<file path="config.mk">
export PLATFORM = sky130hd
export DESIGN_NAME = sptb_csr
export DESIGN_NICKNAME = d
export VERILOG_FILES = /design/src/hw/rtl/sptb_pkg.sv /design/src/hw/rtl/sptb_csr.sv
export SDC_FILE = /design/constraint.sdc
export NUM_CORES = 1
export LEC_CHECK = 0
export ABC_CLOCK_PERIOD_IN_PS = 1400
export BUFFER_PORTS_ARGS = -buffer_cell sky130_fd_sc_hd__buf_4
export CAP_MARGIN = 20
export CORE_UTILIZATION = 30
export CTS_BUF_LIST = sky130_fd_sc_hd__clkbuf_8
export CTS_CLUSTER_SIZE = 14
export DETAILED_ROUTE_END_ITERATION = 10
export PLACE_DENSITY = 0.53
export SLEW_MARGIN = 20
export SYNTH_ARGS = -nofsm -noshare
export SYNTH_HDL_FRONTEND = slang
export SYNTH_SLANG_ARGS = --single-unit
</file>
<file path="constraint.sdc">
create_clock -name clock -period 1.4 [get_ports clock]
set_input_delay 0.21 -clock clock [delete_from_list [all_inputs] [get_ports clock]]
set_output_delay 0.21 -clock clock [all_outputs]
set_load 0.02 [all_outputs]
</file>
<file path="src/hw/rtl/sptb_pkg.sv">
// ----------------------------------------------------------------------------
// sptb_pkg
// Types and constants shared by the speed PID throttle/brake controller.
// ----------------------------------------------------------------------------
package sptb_pkg;

   localparam int GAIN_W  = 16;
   localparam int SPEED_W = 16;
   localparam int PCT_W   = 7;
   localparam int FRAC_W  = 16;
   localparam int ACC_W   = 32;
   localparam int SUM_W   = 51;
   localparam int ADDR_W  = 5;
   localparam int DATA_W  = 32;

   localparam int SNAP_HIGH = 90;
   localparam int SNAP_LOW  = 10;

   localparam logic [PCT_W-1:0] SNAP_FULL        = 7'd100;
   localparam logic [PCT_W-1:0] THROTTLE_CAP_RST = 7'd60;
   localparam logic [PCT_W-1:0] BRAKE_CAP_RST    = 7'd88;

   typedef enum logic [2:0] {
      REG_THROTTLE_PROP  = 3'd0,
      REG_THROTTLE_INTEG = 3'd1,
      REG_THROTTLE_DERIV = 3'd2,
      REG_BRAKE_PROP     = 3'd3,
      REG_BRAKE_INTEG    = 3'd4,
      REG_BRAKE_DERIV    = 3'd5,
      REG_THROTTLE_CAP   = 3'd6,
      REG_BRAKE_CAP      = 3'd7
   } reg_index_type;

   typedef struct packed {
      logic [GAIN_W-1:0] throttle_prop_gain;
      logic [GAIN_W-1:0] throttle_integ_gain;
      logic [GAIN_W-1:0] throttle_deriv_gain;
      logic [GAIN_W-1:0] brake_prop_gain;
      logic [GAIN_W-1:0] brake_integ_gain;
      logic [GAIN_W-1:0] brake_deriv_gain;
      logic [PCT_W-1:0]  throttle_cap;
      logic [PCT_W-1:0]  brake_cap;
   } cfg_type;

endpackage

</file>
<file path="src/hw/rtl/sptb_csr.sv">
// ----------------------------------------------------------------------------
// sptb_csr
// APB register file holding the PID gains and the throttle and brake caps.
// ----------------------------------------------------------------------------
module sptb_csr (
   input  logic                         clock,
   input  logic                         reset,
   input  logic                         psel,
   input  logic                         penable,
   input  logic                         pwrite,
   input  logic [sptb_pkg::ADDR_W-1:0]  paddr,
   input  logic [sptb_pkg::DATA_W-1:0]  pwdata,
   output logic [sptb_pkg::DATA_W-1:0]  prdata,
   output logic                         pready,
   output sptb_pkg::cfg_type            cfg
);
   import sptb_pkg::*;

   cfg_type       cfg_ff;
   cfg_type       cfg_in;
   reg_index_type index;
   logic          write_en;

   assign index    = reg_index_type'(paddr[ADDR_W-1:2]);
   assign write_en = psel & penable & pwrite;
   assign pready   = 1'b1;
   assign cfg      = cfg_ff;

   always_comb begin
      cfg_in = cfg_ff;
      if (write_en) begin
         case (index)
            REG_THROTTLE_PROP:  cfg_in.throttle_prop_gain  = pwdata[GAIN_W-1:0];
            REG_THROTTLE_INTEG: cfg_in.throttle_integ_gain = pwdata[GAIN_W-1:0];
            REG_THROTTLE_DERIV: cfg_in.throttle_deriv_gain = pwdata[GAIN_W-1:0];
            REG_BRAKE_PROP:     cfg_in.brake_prop_gain     = pwdata[GAIN_W-1:0];
            REG_BRAKE_INTEG:    cfg_in.brake_integ_gain    = pwdata[GAIN_W-1:0];
            REG_BRAKE_DERIV:    cfg_in.brake_deriv_gain    = pwdata[GAIN_W-1:0];
            REG_THROTTLE_CAP:   cfg_in.throttle_cap        = pwdata[PCT_W-1:0];
            REG_BRAKE_CAP:      cfg_in.brake_cap           = pwdata[PCT_W-1:0];
            default:            cfg_in = cfg_ff;
         endcase
      end
   end

   always_comb begin
      case (index)
         REG_THROTTLE_PROP:  prdata = DATA_W'(cfg_ff.throttle_prop_gain);
         REG_THROTTLE_INTEG: prdata = DATA_W'(cfg_ff.throttle_integ_gain);
         REG_THROTTLE_DERIV: prdata = DATA_W'(cfg_ff.throttle_deriv_gain);
         REG_BRAKE_PROP:     prdata = DATA_W'(cfg_ff.brake_prop_gain);
         REG_BRAKE_INTEG:    prdata = DATA_W'(cfg_ff.brake_integ_gain);
         REG_BRAKE_DERIV:    prdata = DATA_W'(cfg_ff.brake_deriv_gain);
         REG_THROTTLE_CAP:   prdata = DATA_W'(cfg_ff.throttle_cap);
         REG_BRAKE_CAP:      prdata = DATA_W'(cfg_ff.brake_cap);
         default:            prdata = '0;
      endcase
   end

   always_ff @(posedge clock) begin
      if (reset) begin
         cfg_ff <= '{throttle_prop_gain:  '0,
                     throttle_integ_gain: '0,
                     throttle_deriv_gain: '0,
                     brake_prop_gain:     '0,
                     brake_integ_gain:    '0,
                     brake_deriv_gain:    '0,
                     throttle_cap:        THROTTLE_CAP_RST,
                     brake_cap:           BRAKE_CAP_RST};
      end else begin
         cfg_ff <= cfg_in;
      end
   end

endmodule

</file>
==> key figures <==
Yosys
  – YS warnings: 0
  – Main synth FF type: dfxtp_1
  – Syn Area/Cell: 7.848 µm²
  – Mapped cell area: 5046 µm²
  – Cells after synthesis: 643
  – Synth unique cells: 39
  – Fraction of registers with async set or reset after synthesis: 0
  – Register area share after synthesis: 0.4364
  – Synth Register Bits: 110
  – Post-synth EDFFs: 0

Pwr
  – Max VDD drop: 437.4 µV
  – Logic pwr share: 0.154
  – Cell Int Power: 0.004621 W
  – Switching share of total power: 0.2711
  – Overall power: 0.006339 W
  – Flop pwr share: 0.501
  – Switching power: 0.001718 W
  – P_leak: 3.228 nW
  – PD cells: 801.8 nW/µm²
  – Clock power share: 0.346

Clock tree
  – Clk slew on worst S/H paths: 0.10 ns
  – Clk sinks: 110
  – Skew-Pair Late Insertion Delay: 0.39 ns
  – Num CTS Buffers: 9
  – CTS root buffer: clkbuf_8
  – CTS tree: done
  – CTS max path bufs: 2
  – Cts hold-fix bufs: 0
  – H-tree Lvls: 3

Timing
  – Peak Freq: 547.5 MHz
  – Worst hold slack: 0.1003 ns
  – Final Hold Fails: 0
  – Fin crit share: 1.305
  – Clock Skew: 0 ns
  – Final Critical Period: 1.827 ns
  – Final WS setup: -0.4265 ns
  – Final setup violating endpoints: 16
  – Setup_tns: -5.349 ns
  – Final Slew Violations: 0
  – RSZ-0062 raised after global routing: yes

Floorplanning
  – Initial core utilization: 0.3054
  – Die width: 131.7 µm
  – I/O Pins: 185
  – Area of the core: 16,520 µm²
  – Area of the die: 17,340 µm²
  – Rows: 47
  – Die Height: 131.7 µm

Routing
  – DRT iter0 DRCs: 497
  – Via Count: 5,503
  – Number of detailed-route iterations in the first pass: 7
  – Wire per inst: 18.71 µm
  – Routed Antenna Nets: 0
  – Final WL: 20.52 mm
  – DRC viols: 0
  – Via/cell ratio: 5.016

Worst setup path
  – Critical path data required time: 1.19 ns
  – CP Class: reg -> out
  – CP Capture Type: output port
  – Worst reg2reg path depth: 4
  – Critical Path AT: 1.62 ns
  – Critical Path Source Type: flop
  – Max FO, Critical Path: 2

GRT
  – Total gr overflow: 0
  – Initial antenna violation count: 0
  – Largest net degree at the start of global routing: 33
  – All-Layer GR Usage: 0.2312
  – First-pass GRT wire length: 30.38 mm
  – Vias in the first global route: 5,138

Run
  – Max-Cap Viols: 0

Place
  – I/O Buffers: 149
  – DPL Wire Length: 15.29 mm
  – Gpl congestion: 0.9272
  – Placed instance area: 7081 µm²

Finish
  – Final core occ: 0.4785
  – P&R area growth vs syn: 56.68%
  – Max FFs per register: 110
  – # diodes: 0
  – Fraction of layout cells with a size suffix above 1: 0.4515
  – Fin area: 7906 µm²
  – Nets@finish: 914

Worst hold path
  – Worst Hold Class: in -> reg
  – Hold Path Cell Cnt: 3

Status
  – Failing checks: setup timing
  – Status: finished, violations left
logic make-up after synthesis:
| family | after synthesis | share of synthesized area |
|---|---|---|
| simple gates | 244 | 0.2075 |
| other cells | 2 | 0.001488 |
| flops | 110 | 0.4364 |
| buf+inv | 83 | 0.08753 |
| compound gates | 174 | 0.2070 |
| mux | 30 | 0.06000 |
power by group through the flow:
stage	sequential [W]	combinational, W	clock [W]
after floorplan	0.00327	0.000442	0
after global placement	0.00324	0.000809	0
after detailed placement	0.00324	0.000816	0
after CTS	0.00317	0.000923	0.00224
after global routing	0.00318	0.00102	0.00236
final	0.00317	0.000973	0.00219
placed cells by master, fill, tap and decap left out, types with 2 or more instances in the layout:
master	n
a21oi_1	92
a221oi_2	12
a222oi_1	6
a22o_1	7
buf_12	12
buf_4	241
buf_6	21
buf_8	2
bufinv_16	2
clkbuf_8	10
clkinv_2	2
clkinv_4	2
conb_1	17
dfxtp_1	74
dfxtp_2	36
inv_1	5
inv_2	3
mux2_4	2
mux2i_1	16
mux2i_2	6
mux2i_4	6
nand2_1	164
nand2b_1	3
nand3_1	3
nand3b_1	7
nor2_1	29
nor2_2	15
nor2_4	3
nor2b_1	7
nor2b_4	3
o21ai_0	32
o21ai_1	5
o2bb2ai_1	7
o2bb2ai_2	4
or3_1	2
what timing repair did:
item	in CTS	in global routing
setup endpoints to repair	16	16
pin swaps	18	22
endpoints found under the hold margin	0	0
setup buffers	9	6
gates cloned	0	1
gates resized for setup	91	37
worst max-delay path, stage by stage (launching register included):
cell      delay, ns
dfxtp_2        0.35
a22o_1         0.23
a222oi_1       0.42
nor2_2         0.09
buf_6          0.14
metrics by stage:
stage | setup WS [ns] | cells
6_report | -0.4265 | 1097
3_5_place_dp | -0.5527 | 1065
3_3_place_gp | -0.5051 | 1065
2_1_floorplan | -0.04032 | 658
4_1_cts | -0.4329 | 1090
5_1_grt | -0.4638 | 1097
final cells by class:
cell class,count,area (µm²)
fill,1596,8618
multi-input combinational,465,2780
timing repair buffer,277,2341
sequential,110,2247
tap,220,275.3
clock buffer,10,137.6
clock inverter,6,86.33
inverter,9,38.79
path summary, 6_finish.rpt:
path,slack [ns],from,endpoint
worst max-delay path,-0.43,cfg[26]$_SDFFE_PP0P_,prdata[12]
worst min-delay path,0.10,pwdata[9],cfg[87]$_SDFFE_PP0P_
worst max register to register,0.58,cfg[20]$_SDFFE_PP0P_,cfg[20]$_SDFFE_PP0P_
worst min register to register,0.47,cfg[108]$_SDFFE_PP0P_,cfg[108]$_SDFFE_PP0P_
metal layers:
metal	global-route usage	vias up	wire [µm]
met5	0	-	0
met3	0.03472	23	1189
met1	0.3194	2664	9360
li1	-	2607	-
met4	0.07494	0	340
met2	0.3674	209	9630
synthesized netlist by cell type, types with 3 or more instances:
cell	n	area [µm²]
nor2b_1	10	62.56
nand2b_1	3	18.77
inv_1	8	30.03
dfxtp_1	110	2202
a21oi_1	92	460.4
buf_2	21	105.1
mux2i_1	28	280.3
buf_4	25	187.7
nand2_1	164	615.6
a22o_1	7	61.31
a221oi_1	13	113.9
nor2_1	44	165.2
clkbuf_1	24	90.09
or3_1	3	18.77
a222oi_1	6	60.06
o21ai_0	36	180.2
nand3_1	3	15.01
nand3b_1	7	52.55
o2bb2ai_1	11	96.34
No activity file was read; power rests on OpenSTA's default activity.
